--- config.mk ---
export PLATFORM = sky130hd
export DESIGN_NAME = itr_front
export DESIGN_NICKNAME = d
export VERILOG_FILES = /design/src/rtl/itr_pkg.sv /design/src/rtl/itr_front.sv
export SDC_FILE = /design/constraint.sdc
export NUM_CORES = 1
export LEC_CHECK = 0
export BUFFER_PORTS_ARGS = -buffer_cell sky130_fd_sc_hd__buf_2
export CELL_PAD_IN_SITES_DETAIL_PLACEMENT = 0
export CELL_PAD_IN_SITES_GLOBAL_PLACEMENT = 1
export CORE_UTILIZATION = 40
export DETAILED_ROUTE_END_ITERATION = 16
export PLACE_DENSITY = 0.79
export SYNTH_ARGS = -nofsm -noshare
export SYNTH_HDL_FRONTEND = slang
export SYNTH_SLANG_ARGS = --single-unit
--- constraint.sdc ---
create_clock -name clk -period 3 [get_ports clk]
set_input_delay 0.6 -clock clk [delete_from_list [all_inputs] [get_ports clk]]
set_output_delay 0.6 -clock clk [all_outputs]
set_load 0.02 [all_outputs]
--- src/rtl/itr_pkg.sv ---
// Package for the integer to Roman numeral converter: types, letter codes
// and the digit pattern functions. No dependencies.
`timescale 1ns / 1ps

package itr_pkg;

  localparam int VALUE_W   = 12;
  localparam int CHAR_W    = 7;
  localparam int REM1_W    = 10;  // remainder below 1000
  localparam int REM2_W    = 7;   // remainder below 100
  localparam int QDEPTH    = 2;
  localparam int QADDR_W   = (QDEPTH > 1) ? $clog2(QDEPTH) : 1;
  localparam int QCNT_W    = $clog2(QDEPTH + 1);

  localparam logic [VALUE_W-1:0] VALUE_MAX = 12'd3999;

  localparam logic [CHAR_W-1:0] CH_M = 7'h4D;
  localparam logic [CHAR_W-1:0] CH_D = 7'h44;
  localparam logic [CHAR_W-1:0] CH_C = 7'h43;
  localparam logic [CHAR_W-1:0] CH_L = 7'h4C;
  localparam logic [CHAR_W-1:0] CH_X = 7'h58;
  localparam logic [CHAR_W-1:0] CH_V = 7'h56;
  localparam logic [CHAR_W-1:0] CH_I = 7'h49;

  // Decade positions, most significant first.
  localparam logic [1:0] DEC_THOUSANDS = 2'd0;
  localparam logic [1:0] DEC_HUNDREDS  = 2'd1;
  localparam logic [1:0] DEC_TENS      = 2'd2;
  localparam logic [1:0] DEC_ONES      = 2'd3;

  typedef logic [3:0] digit_t;
  typedef digit_t [3:0] digits_t;  // index is the decade position

  typedef enum logic [1:0] {
    SEL_UNIT,
    SEL_FIVE,
    SEL_TEN
  } sel_t;

  // Number of letters that one decimal digit produces.
  function automatic logic [2:0] digit_len(input digit_t d);
    logic [2:0] len;
    case (d) inside
      4'd1, 4'd5:       len = 3'd1;
      4'd2, 4'd4, 4'd9: len = 3'd2;
      4'd3, 4'd7:       len = 3'd3;
      4'd6:             len = 3'd2;
      4'd8:             len = 3'd4;
      default:          len = 3'd0;
    endcase
    return len;
  endfunction

  // Which decade letter stands at position k of a digit's pattern.
  function automatic sel_t letter_sel(input digit_t d, input logic [1:0] k);
    sel_t s;
    case (d)
      4'd4:    s = (k == 2'd0) ? SEL_UNIT : SEL_FIVE;
      4'd5:    s = SEL_FIVE;
      4'd6, 4'd7, 4'd8: s = (k == 2'd0) ? SEL_FIVE : SEL_UNIT;
      4'd9:    s = (k == 2'd0) ? SEL_UNIT : SEL_TEN;
      default: s = SEL_UNIT;
    endcase
    return s;
  endfunction

  function automatic logic [CHAR_W-1:0] letter(input logic [1:0] dec, input sel_t s);
    logic [CHAR_W-1:0] c;
    case (dec)
      DEC_HUNDREDS: c = (s == SEL_UNIT) ? CH_C : (s == SEL_FIVE) ? CH_D : CH_M;
      DEC_TENS:     c = (s == SEL_UNIT) ? CH_X : (s == SEL_FIVE) ? CH_L : CH_C;
      DEC_ONES:     c = (s == SEL_UNIT) ? CH_I : (s == SEL_FIVE) ? CH_V : CH_X;
      default:      c = CH_M;
    endcase
    return c;
  endfunction

endpackage

--- src/rtl/itr_front.sv ---
// Front end: accepts values, saturates them and splits them into decimal
// digits over three pipeline stages. Depends on itr_pkg.
`timescale 1ns / 1ps

module itr_front
  import itr_pkg::*;
(
  input  logic               clk,
  input  logic               rst_n,
  input  logic               in_valid,
  output logic               in_ready,
  input  logic [VALUE_W-1:0] in_value,
  output logic               push,
  output digits_t            push_digits,
  input  logic               q_full
);

  logic               s1_valid_r, s2_valid_r, s3_valid_r;
  logic [VALUE_W-1:0] s1_value_r;
  digit_t             s2_thou_r;
  logic [REM1_W-1:0]  s2_rem_r;
  digit_t             s3_thou_r, s3_hund_r;
  logic [REM2_W-1:0]  s3_rem_r;

  logic adv1, adv2, adv3;

  // Stage results.
  digit_t             thou;
  logic [REM1_W-1:0]  rem1;
  digit_t             hund;
  logic [REM2_W-1:0]  rem2;
  digit_t             tens;
  digit_t             ones;

  assign adv3     = s3_valid_r && !q_full;
  assign adv2     = s2_valid_r && (!s3_valid_r || adv3);
  assign adv1     = s1_valid_r && (!s2_valid_r || adv2);
  assign in_ready = !s1_valid_r || adv1;

  always_comb begin
    if (s1_value_r >= 12'd3000) begin
      thou = 4'd3;
      rem1 = REM1_W'(s1_value_r - 12'd3000);
    end else if (s1_value_r >= 12'd2000) begin
      thou = 4'd2;
      rem1 = REM1_W'(s1_value_r - 12'd2000);
    end else if (s1_value_r >= 12'd1000) begin
      thou = 4'd1;
      rem1 = REM1_W'(s1_value_r - 12'd1000);
    end else begin
      thou = 4'd0;
      rem1 = REM1_W'(s1_value_r);
    end
  end

  always_comb begin
    hund = 4'd0;
    for (int i = 1; i < 10; i++) begin
      if (s2_rem_r >= REM1_W'(i * 100)) hund = 4'(i);
    end
    rem2 = REM2_W'(s2_rem_r - (REM1_W'(hund) * 10'd100));
  end

  always_comb begin
    tens = 4'd0;
    for (int i = 1; i < 10; i++) begin
      if (s3_rem_r >= REM2_W'(i * 10)) tens = 4'(i);
    end
    ones = 4'(s3_rem_r - (REM2_W'(tens) * 7'd10));
  end

  always_ff @(posedge clk) begin
    if (!rst_n) begin
      s1_valid_r <= 1'b0;
      s2_valid_r <= 1'b0;
      s3_valid_r <= 1'b0;
    end else begin
      if (in_ready) s1_valid_r <= in_valid;
      if (!s2_valid_r || adv2) s2_valid_r <= adv1;
      if (!s3_valid_r || adv3) s3_valid_r <= adv2;
    end
  end

  always_ff @(posedge clk) begin
    if (in_valid && in_ready) begin
      s1_value_r <= (in_value > VALUE_MAX) ? VALUE_MAX : in_value;
    end
    if (adv1) begin
      s2_thou_r <= thou;
      s2_rem_r  <= rem1;
    end
    if (adv2) begin
      s3_thou_r <= s2_thou_r;
      s3_hund_r <= hund;
      s3_rem_r  <= rem2;
    end
  end

  assign push = adv3;
  always_comb begin
    push_digits                = '0;
    push_digits[DEC_THOUSANDS] = s3_thou_r;
    push_digits[DEC_HUNDREDS]  = s3_hund_r;
    push_digits[DEC_TENS]      = tens;
    push_digits[DEC_ONES]      = ones;
  end

endmodule

==> impl_metrics.csv <==
group,metric,value,unit
die,pin_count,34,
sta,whs,438.1,ps
grt,grt_pass1_vias,1585,
sta,hold_viol,0,
clock_tree,htreeDepth,2,
drt,wl_met1,1908,um
logic_synthesis,syn_area_per_cell,10.46,um^2
drt,top_layer,"met4",
worst_setup_path,slowest_stage,"edfxtp_1",
worst_setup_path,crit_path_cell_trace,"buf_4, o21ai_1, o21ai_1, a22oi_2, o21ai_2, fa_2, xor2_1, xnor2_1, xnor2_1, buf_2",
layout,stdcell_count,346,
sta,finalWorstSetupSlack,-45.98,ps
die,die-area,6304,um^2
worst_setup_path,arrival,2450,ps
die,initial_core_util,42.47,%
grt,grt_pass1_wl,6851,um
drt,wl_met3,171,um
worst_setup_path,crit_family,"compound AO/OA/AOI/OAI gates",
worst_setup_path,critical-path-max-stage-delay,470,ps
pwr,p_per_area,549.2,nW/um^2
drt,ant_nets,0,
logic_synthesis,synth.distinct_cells,54,
job,maxCapViolations,0,
drt,drtPass1Iterations,4,
die,core_area,5642,um^2
drt,wirelength,4356,um
worst_setup_path,reg2reg_depth,11,
worst_setup_path,cp_num_buf_inv,2,
sta,max_freq,328.3,MHz
drt,wl_met2,2236,um
clock_tree,clockBufferDepth,2,
logic_synthesis,synth_top_cell_area_share,46.37,%
grt,antenna_found_initial,0,
placed_design,pre_cts_ws,130.8,ps
placed_design,portBuffers,31,
layout,layout.nets,304,
clock_tree,cts_sinks,40,
worst_setup_path,startpoint,"s3_rem_r[2]",
sta,setup_tns,-45.98,ps
worst_setup_path,critPathLaunchType,"register",
worst_setup_path,rr_endpoint,"s3_rem_r[6]",
logic_synthesis,ys_warn_count,0,
sta,rsz0062_at_grt,"true",
logic_synthesis,synthMostInstantiatedCell,"edfxtp_1",
placed_design,dp_hpwl,3183,um
drt,wl_per_cell,12.59,um
drt,drt_iter0_markers,47,
clock_tree,clkTransAtPathRegs,70,ps
clock_tree,cts_buffers,5,
logic_synthesis,yosysSeqAreaShare,48.88,%
hold_path,hold_class,"reg2reg",
logic_synthesis,synth-async-reset-ratio,0,%
placed_design,gp_congestion,0.7713,
drt,viasPerCell,5.205,
sta,min_period,3046,ps
sta,worst_pin_slew,559.1,ps
logic_synthesis,synth_edf_count,37,
layout,n_antenna_cell,0,
sta,slew_viol_final,0,
placed_design,dp.cells,329,
worst_setup_path,endpoint_kind,"output pin",
layout,post_route_cells_drive_above_1_share,27.37,%
clock_tree,root_buffer,"clkbuf_8",
logic_synthesis,synthTopCellsByArea,"edfxtp_1 (46%), ha_1 (6.8%), inv_1 (3.3%), xnor2_1 (3.3%), o21ai_0 (2.9%)",
die,die_w,79.40,um
clock_tree,ctsHoldBuffers,0,
status,outcome,"finished, violations left",
logic_synthesis,synth_commonest_cells,"edfxtp_1 (37), inv_1 (21), o21ai_0 (14)",
pwr,leakage,1.211,nW
sta,setup_viol,1,
clock_tree,clkLatencyLatePin,290,ps
logic_synthesis,ys_ff_latch,40,
placed_design,place_area,2661,um^2
grt,grt_start_max_net_pins,14,
die,die_h,79.40,um
hold_path,hold_end,"s3_rem_r[0]",
layout,fin_area,2895,um^2
logic_synthesis,synthCells,229,
clock_tree,cts_tree,"done",
layout,regArea,1171,um^2
worst_setup_path,crit-reg2reg-launch,"s2_rem_r[3]",
logic_synthesis,yosys.area.top_type,"edfxtp_1",
logic_synthesis,synth_flop_cell,"edfxtp_1",
die,num_rows,27,
sta,skew,11.83,ps
logic_synthesis,synth_area,2396,um^2
layout,multi_input_area,1120,um^2
drt,vias,1801,
grt,globalRouteOverflowTotal,0,
sta,period_share,101.5,%
hold_path,worstHoldStart,"s2_rem_r[0]",
pwr,peakVddDrop,332.6,uV
worst_setup_path,path_class,"reg2out",
drt,post-route-drc-count,0,
layout,syn_to_final_growth,20.84,%
worst_setup_path,reg2reg_slack,160,ps
status,violations,"negative setup slack",
sta,slew_headroom,62.48,%
worst_setup_path,cp_data_required_time,2400,ps
worst_setup_path,critPathMaxFanout,5,
hold_path,hold_depth,0,
grt,grt.total_usage,14.07,%
layout,fill_cells,511,
cells in the final DEF, fill, tap and decap left out, types with 3 or more instances in the layout:
cell type and n:
o21ai_0 11, inv_1 20, nor2b_1 11, a21o_1 6, o21ai_1 4, buf_4 19
xnor2_1 9, or2_2 5, buf_2 31, nand2_1 12, dfxtp_1 3, xor2_1 4
clkbuf_8 5, edfxtp_1 37, and2_1 3, ha_1 12, nand3_1 4, a21oi_1 9
nor2_1 9, or3_1 5, o21a_1 3
per-layer routing:
layer	vias to the layer above	track usage (%)
li1	908	-
met1	847	16.28
met2	40	24.91
met3	6	4.457
met4	0	3.818
met5	-	0
cells by family after synthesis:
kind of cell / count (synthesis) / synth area share, %
DFF: 40 / 48.88
adders and majority gates: 15 / 8.460
other: 1 / 0.1565
buffers and inverters: 36 / 6.162
and+or+nand+nor: 59 / 13.06
muxes: 1 / 0.4178
AOI/OAI and AO/OA: 64 / 18.12
xor gates and xnor gates: 13 / 4.752
where the power goes:
group	switching (W)	internal, W	leakage [nW]
clock network	0.000175	0.000332	0.0654
logic	0.000208	0.000175	0.771
registers	0.0000334	0.000667	0.375
total	0.000416	0.00117	1.21
flip-flops by register name, summed over array words and instances, names as in the netlist:
signal,cells
s3_thou_r,2
s3_rem_r,7
s2_rem_r,10
s1_valid_r,1
s2_thou_r,2
s1_value_r,12
s3_hund_r,4
s2_valid_r,1
s3_valid_r,1
final cells by class:
class | count | share of cell area [%]
Tap cell | 72 | 3.111
Clock inverter | 2 | 2.074
Timing Repair Buffer | 50 | 10.29
Clock buffer | 6 | 2.506
Multi-Input combinational cell | 154 | 38.68
Inverter | 22 | 2.895
Sequential cell | 40 | 40.45
stage by stage:
| stage | util [%] | total power, W |
|---|---|---|
| after floorplan | - | 0.0009707 |
| after global placement | 47.17 | 0.001063 |
| after detailed placement | 47.17 | 0.001067 |
| after CTS | 50.23 | 0.001584 |
| after global routing | 51.32 | 0.001670 |
| final | 51.32 | 0.001590 |
worst max-delay path by stage:
stage | end | slack (ps) | cells after the start
final | push_digits[15] | -50 | 10
after global routing | push_digits[15] | -210 | 10
after CTS | push_digits[15] | -70 | 10
after detailed placement | push_digits[15] | 130 | 10
after global placement | push_digits[15] | 160 | 10
after floorplan | push_digits[15] | 40 | 10
timing repair:
item	in CTS	in global routing
pin swaps	5	3
endpoints found under the setup margin	1	2
gates resized for setup	9	4
buffers inserted	3	6
No activity file was read; power rests on OpenSTA's default activity.
