[config.mk]
export PLATFORM = sky130hd
export DESIGN_NAME = itr_queue
export DESIGN_NICKNAME = d
export VERILOG_FILES = /design/src/rtl/itr_pkg.sv /design/src/rtl/itr_queue.sv
export SDC_FILE = /design/constraint.sdc
export NUM_CORES = 1
export LEC_CHECK = 0
export BUFFER_PORTS_ARGS = -buffer_cell sky130_fd_sc_hd__clkbuf_2
export CORE_MARGIN = 5
export CORE_UTILIZATION = 35
export DETAILED_ROUTE_END_ITERATION = 8
export GPL_ROUTABILITY_DRIVEN = 0
export GPL_TIMING_DRIVEN = 0
export SLEW_MARGIN = 0
export SYNTH_ARGS = -nofsm -noshare
export SYNTH_HDL_FRONTEND = slang
export SYNTH_SLANG_ARGS = --single-unit
[constraint.sdc]
create_clock -name clk -period 1.5 [get_ports clk]
set_clock_uncertainty 0.1 [all_clocks]
set_input_delay 0 -clock clk [delete_from_list [all_inputs] [get_ports clk]]
set_output_delay 0 -clock clk [all_outputs]
set_load 0.1 [all_outputs]
[src/rtl/itr_pkg.sv]
// Package for the integer to Roman numeral converter: types, letter codes
// and the digit pattern functions. No dependencies.
`timescale 1ns / 1ps

package itr_pkg;

  localparam int VALUE_W   = 12;
  localparam int CHAR_W    = 7;
  localparam int REM1_W    = 10;  // remainder below 1000
  localparam int REM2_W    = 7;   // remainder below 100
  localparam int QDEPTH    = 2;
  localparam int QADDR_W   = (QDEPTH > 1) ? $clog2(QDEPTH) : 1;
  localparam int QCNT_W    = $clog2(QDEPTH + 1);

  localparam logic [VALUE_W-1:0] VALUE_MAX = 12'd3999;

  localparam logic [CHAR_W-1:0] CH_M = 7'h4D;
  localparam logic [CHAR_W-1:0] CH_D = 7'h44;
  localparam logic [CHAR_W-1:0] CH_C = 7'h43;
  localparam logic [CHAR_W-1:0] CH_L = 7'h4C;
  localparam logic [CHAR_W-1:0] CH_X = 7'h58;
  localparam logic [CHAR_W-1:0] CH_V = 7'h56;
  localparam logic [CHAR_W-1:0] CH_I = 7'h49;

  // Decade positions, most significant first.
  localparam logic [1:0] DEC_THOUSANDS = 2'd0;
  localparam logic [1:0] DEC_HUNDREDS  = 2'd1;
  localparam logic [1:0] DEC_TENS      = 2'd2;
  localparam logic [1:0] DEC_ONES      = 2'd3;

  typedef logic [3:0] digit_t;
  typedef digit_t [3:0] digits_t;  // index is the decade position

  typedef enum logic [1:0] {
    SEL_UNIT,
    SEL_FIVE,
    SEL_TEN
  } sel_t;

  // Number of letters that one decimal digit produces.
  function automatic logic [2:0] digit_len(input digit_t d);
    logic [2:0] len;
    case (d) inside
      4'd1, 4'd5:       len = 3'd1;
      4'd2, 4'd4, 4'd9: len = 3'd2;
      4'd3, 4'd7:       len = 3'd3;
      4'd6:             len = 3'd2;
      4'd8:             len = 3'd4;
      default:          len = 3'd0;
    endcase
    return len;
  endfunction

  // Which decade letter stands at position k of a digit's pattern.
  function automatic sel_t letter_sel(input digit_t d, input logic [1:0] k);
    sel_t s;
    case (d)
      4'd4:    s = (k == 2'd0) ? SEL_UNIT : SEL_FIVE;
      4'd5:    s = SEL_FIVE;
      4'd6, 4'd7, 4'd8: s = (k == 2'd0) ? SEL_FIVE : SEL_UNIT;
      4'd9:    s = (k == 2'd0) ? SEL_UNIT : SEL_TEN;
      default: s = SEL_UNIT;
    endcase
    return s;
  endfunction

  function automatic logic [CHAR_W-1:0] letter(input logic [1:0] dec, input sel_t s);
    logic [CHAR_W-1:0] c;
    case (dec)
      DEC_HUNDREDS: c = (s == SEL_UNIT) ? CH_C : (s == SEL_FIVE) ? CH_D : CH_M;
      DEC_TENS:     c = (s == SEL_UNIT) ? CH_X : (s == SEL_FIVE) ? CH_L : CH_C;
      DEC_ONES:     c = (s == SEL_UNIT) ? CH_I : (s == SEL_FIVE) ? CH_V : CH_X;
      default:      c = CH_M;
    endcase
    return c;
  endfunction

endpackage

[src/rtl/itr_queue.sv]
// Short FIFO of digit sets between the front and back ends.
// Depends on itr_pkg.
`timescale 1ns / 1ps

module itr_queue
  import itr_pkg::*;
(
  input  logic    clk,
  input  logic    rst_n,
  input  logic    push,
  input  digits_t push_data,
  output logic    full,
  output logic    q_valid,
  output digits_t q_data,
  input  logic    pop
);

  digits_t            mem [QDEPTH];
  logic [QADDR_W-1:0] wr_ptr_r, rd_ptr_r;
  logic [QCNT_W-1:0]  count_r;

  assign full    = (count_r == QCNT_W'(QDEPTH));
  assign q_valid = (count_r != '0);
  assign q_data  = mem[rd_ptr_r];

  function automatic logic [QADDR_W-1:0] ptr_inc(input logic [QADDR_W-1:0] p);
    return (p == QADDR_W'(QDEPTH - 1)) ? '0 : QADDR_W'(p + 1'b1);
  endfunction

  always_ff @(posedge clk) begin
    if (!rst_n) begin
      wr_ptr_r <= '0;
      rd_ptr_r <= '0;
      count_r  <= '0;
    end else begin
      if (push) wr_ptr_r <= ptr_inc(wr_ptr_r);
      if (pop)  rd_ptr_r <= ptr_inc(rd_ptr_r);
      if (push && !pop)      count_r <= count_r + 1'b1;
      else if (pop && !push) count_r <= count_r - 1'b1;
    end
  end

  always_ff @(posedge clk) begin
    if (push) mem[wr_ptr_r] <= push_data;
  end

endmodule

==> results.md, run 1 <==
- Starting Density: 0.367
- Final nets: 158
- YS warnings: 0
- Chip width: 72.7 microns
- GR Overflow Total: 0
- Clk Latency, worst-skew pair: 0.27 ns
- Layout cells sized above 1: 0.500
- Post-Synthesis Cells: 72
- Tot GR Track Use: 0.109
- Critical path capture point type: output pin
- PD cells: 1270 nW/um^2
- Antenna violations before repair: 0
- Most frequent cells in the layout: edfxtp_1, clkbuf_2, dlygate4sd3_1, mux2_4, clkbuf_16
- Unique cell type count in the Yosys netlist: 17
- Port Buffers: 37
- Final wirelength: 2560 microns
- Inserted Diodes: 0
- Area delta synth->final: 69.9%
- Chip Height: 72.7 microns
- Root Driver: clkbuf_8
- Mapped cell area: 1380 sq um
- CP max FO: 5
- Yosys reg bits: 37
- Worst Path Arrival: 1.38 ns
- Largest net degree at the start of global routing: 18
- Type of the worst min-delay path: in -> reg
- Pins Over Slew Limit: 0
- CTS Buf Count: 5
- Rows: 22
- Avg Vias per Cell: 4.38
- Post-layout power: 2970 uW
- Detail Route Antenna Nets: 0
- CTS tree: done
- H-tree depth: 2
- Slew @ Worst Pin: 0.541 ns
- RR Startpoint: wr_ptr_r
- Critical path class: reg -> out
- Crit path to: q_data[12]
- Setup violators final: 0
- Reg2Reg Capture Point: mem[1][9]
- Worst hold slack: 0.354 ns
- DR WL/cell: 13.8 microns
- Tmin final: 1.48 ns
- RSZ-0062 raised after global routing: yes
- Seq/Total Area, Yosys: 0.772
- Core Area: 3740 sq um
- MaxCap Viol Count: 0
- Relative slew slack: 0.641
- Setup slack on the worst flop-to-flop path: 0.25 ns
- Max Fclk: 674 MHz
- DR iter-0 viols: 30
- Total die area: 5280 sq um
- Residual DRC: 0
- Mapped Nets: 93
- Status: finished clean
- Number of global-route vias before repair: 944
- R2R depth: 1
- Via count: 815
- Clock Pin Slew Worst Setup and Hold Paths: 0.06 ns
- Setup TNS: 0 ns
- # clock sinks: 37
- Max Root-Sink Buffers: 2
- Pre-antenna DRT Iters: 4
- Leak pwr: 0.000963 uW
- VDD IR max: 0.00111 V
- CP required: 1.40 ns
- First-pass GRT wire length: 4320 microns
- Ports: 38
- Avg Cell Area, Syn: 19.1 sq um
- Crit path launch type: register
- Most common cell after layout, fill and taps aside: edfxtp_1
- Fin crit share: 0.989
- Fin. Hold Viols: 0
cell type report:
cell class / count / area (sq um)
buffer: 2 / 26.3
fill: 283 / 1410
clock inverter: 1 / 30.0
timing repair buffer: 58 / 708
inverter: 1 / 3.75
multi-input combinational: 32 / 359
tap: 48 / 60.1
sequential: 37 / 1060
clock buffer: 7 / 86.3
cell families after synthesis:
group / count (synthesis) / share of synthesized area
AOI/OAI and AO/OA: 3 / 0.0146
xor gates and xnor gates: 3 / 0.0191
adders and majority gates: 1 / 0.00910
buffers and inverters: 3 / 0.0118
DFF: 37 / 0.772
muxes: 16 / 0.131
and+or+nand+nor: 9 / 0.0428
worst min path at each step:
stage	from	to	slack, ns	depth (start not counted)
2_1_floorplan	push_data[0]	mem[0][0]	-0.001	0
3_3_place_gp	push_data[1]	mem[0][1]	0.09	1
3_5_place_dp	push_data[12]	mem[0][12]	0.09	1
4_1_cts	push_data[0]	mem[1][0]	0.34	2
5_1_grt	push_data[12]	mem[0][12]	0.35	2
6_report	push_data[5]	mem[0][5]	0.35	2
layer usage:
metal / GRT usage / part of all wire / vias up
met4: 0.0184 / 0.0039 / 0
met5: 0 / 0 / -
met3: 0.0413 / 0.051 / 2
li1: - / - / 399
met2: 0.199 / 0.54 / 29
met1: 0.122 / 0.41 / 385
critical path, stage by stage, from the launching register on:
cell and delay (ns):
dfxtp_2 0.32, buf_6 0.14, buf_8 0.14, mux2_4 0.31
clkbuf_16 0.20
cells in the mapped netlist (all sizes together):
library cell,number,area share
or3,1,0.0046
or2,1,0.0046
ha,1,0.0091
edfxtp,32,0.70
a21boi,1,0.0055
mux2,16,0.13
o21ai,1,0.0036
xnor2,1,0.0064
o21a,1,0.0055
dfxtp,5,0.073
xor2,2,0.013
nor2b,2,0.0091
inv,1,0.0027
and2b,1,0.0064
and2,4,0.018
buf,2,0.0091
flip-flops by register name (all words and copies together) (netlist names), named ones only:
signal    cells
mem          32
count_r       2
rd_ptr_r      1
wr_ptr_r      1
report_power, final:
| group | internal (uW) | switching, uW |
|---|---|---|
| clock network | 541 | 313 |
| registers | 1180 | 22.1 |
| logic | 367 | 540 |
through the flow:
step                      instance area, sq um  utilization  worst slack [ns]  instances
after global placement                    1620        0.433           -0.0342        157
after detailed placement                  1620        0.433           -0.0314        157
final                                     2340        0.624            0.0169        186
after CTS                                 2320        0.621           -0.0114        186
after floorplan                           1380            -             0.223         72
after global routing                      2340        0.624           -0.0347        186
what timing repair did:
item	CTS	global route
hold buffers	19	0
gates cloned	1	0
resized for setup	63	5
hold endpoints to repair	37	0
setup endpoints to repair	32	15
setup buffers	1	0
pin swaps	0	0
Note: power is estimated with default switching activity, not from simulation.
==> run 2, diff against run 1 <==
- RECOVER_POWER: unset -> 50
- SKIP_LAST_GASP: unset -> 1
==> results.md, run 2 (synthesis results as in run 1) <==
- Register area: 1060 sq um
- R2R depth: 1
- Leak pwr: 0.000916 uW
- Crit path to: q_data[12]
- Slew @ Worst Pin: 0.541 ns
- Layout cells sized above 1: 0.391
- Pre-antenna DRT Iters: 4
- # clock sinks: 37
- H-tree depth: 2
- Detail Route Antenna Nets: 0
- Tot GR Track Use: 0.109
- Clock Pin Slew Worst Setup and Hold Paths: 0.06 ns
- Slowest Stage Delay on Critical Path: 0.32 ns
- Rows: 22
- CP required: 1.40 ns
- CTS Buf Count: 5
- Max Fclk: 674 MHz
- Total die area: 5280 sq um
- Inserted Diodes: 0
- Relative slew slack: 0.641
- Most frequent cells in the layout: edfxtp_1, dlygate4sd3_1, clkbuf_1, mux2_4, clkbuf_16
- Worst path cell trace: buf_6 > buf_8 > mux2_4 > clkbuf_16
- Critical path class: reg -> out
- Critical path capture point type: output pin
- Fin. Hold Viols: 0
- Crit path max-delay family: buffers and inverters
- MaxCap Viol Count: 0
- VDD IR max: 0.00111 V
- Crit path launch type: register
- Antenna violations before repair: 0
- Worst Path Arrival: 1.38 ns
- Largest net degree at the start of global routing: 18
- Avg Vias per Cell: 4.39
- Chip width: 72.7 microns
- Reg2Reg Capture Point: mem[1][9]
- PD cells: 1280 nW/um^2
- DR WL/cell: 13.8 microns
- Root Driver: clkbuf_8
- RR Startpoint: wr_ptr_r
- Status: finished clean
- Hold depth: 2
- Biggest register: mem
- Tmin final: 1.48 ns
- Final WS setup: 0.0174 ns
- GR Overflow Total: 0
- Starting Density: 0.367
- Placed cell count: 157
- RSZ-0062 raised after global routing: yes
- Most common cell after layout, fill and taps aside: edfxtp_1
- Via count: 817
- First-pass GRT wire length: 4320 microns
- CTS tree: done
- Number of global-route vias before repair: 944
- Setup slack on the worst flop-to-flop path: 0.25 ns
- Area occupied by multi-input gates: 359 sq um
- Buffers and inverters on the worst path: 3
- Max Root-Sink Buffers: 2
- Core Area: 3740 sq um
- Number of flip-flops in the largest register: 32
- Setup TNS: 0 ns
- Fin crit share: 0.988
- Worst hold slack: 0.354 ns
- Place WS: -0.0314 ns
- Setup violators final: 0
- Final nets: 158
- Cell count along the critical path: 4
- Area delta synth->final: 68.5%
- Residual DRC: 0
- Final wirelength: 2560 microns
- Type of the worst min-delay path: in -> reg
- Cell Count, Final, Fillers Out: 186
- DR iter-0 viols: 29
- Filler cell count: 296
- Chip Height: 72.7 microns
- Pins Over Slew Limit: 0
- Ports: 38
- Port Buffers: 37
- CP max FO: 5
- Top Registers: mem x32, count_r x2
- Slowest cell on the critical path: dfxtp_2
- Clk Latency, worst-skew pair: 0.27 ns
[run 2: cell counts in the layout (fill, tap and decap cells not counted)]
Identical to the previous run, type by type.
[run 2: report_power, final]
part / total, uW / internal, uW / switching, uW
Clock: 854 / 541 / 313
Combinational: 901 / 361 / 540
Sequential: 1210 / 1180 / 22.1
[run 2: worst min path at each step]
| stage | from | endpoint | slack, ns |
|---|---|---|---|
| after global routing | push_data[12] | mem[0][12] | 0.35 |
| after global placement | push_data[1] | mem[0][1] | 0.09 |
| final | push_data[5] | mem[0][5] | 0.35 |
| after floorplan | push_data[0] | mem[0][0] | -0.001 |
| after detailed placement | push_data[12] | mem[0][12] | 0.09 |
| after CTS | push_data[0] | mem[1][0] | 0.34 |
[run 2: cell type report]
cell class	count	share of cell area
buffer	2	0.0113
clock buffer	7	0.0373
clock inverter	1	0.0130
inverter	1	0.00162
multi-input combinational	32	0.155
sequential	37	0.458
tap	48	0.0259
timing repair buffer	58	0.298
[run 2: what timing repair did]
| action | in CTS | in global routing |
|---|---|---|
| hold buffers | 19 | 0 |
| cloned | 1 | 0 |
| resized for setup | 61 | 7 |
| buffers inserted | 1 | 0 |
| hold endpoints to repair | 37 | 0 |
| setup endpoints to repair | 32 | 31 |
[run 2: routing by layer]
layer	vias to the layer above	global-route usage	routed length, microns
met2	29	0.199	1390
met3	2	0.0413	140
met1	387	0.122	1030
met5	-	0	0
met4	0	0.0184	10
li1	399	-	-
[run 2: per-stage QoR]
stage | cell area, sq um | total power [uW] | util
4_1_cts | 2320 | 2990 | 0.620
3_3_place_gp | 1620 | 1850 | 0.433
3_5_place_dp | 1620 | 1860 | 0.433
6_report | 2320 | 2960 | 0.619
2_1_floorplan | 1380 | 1760 | -
5_1_grt | 2320 | 3080 | 0.619
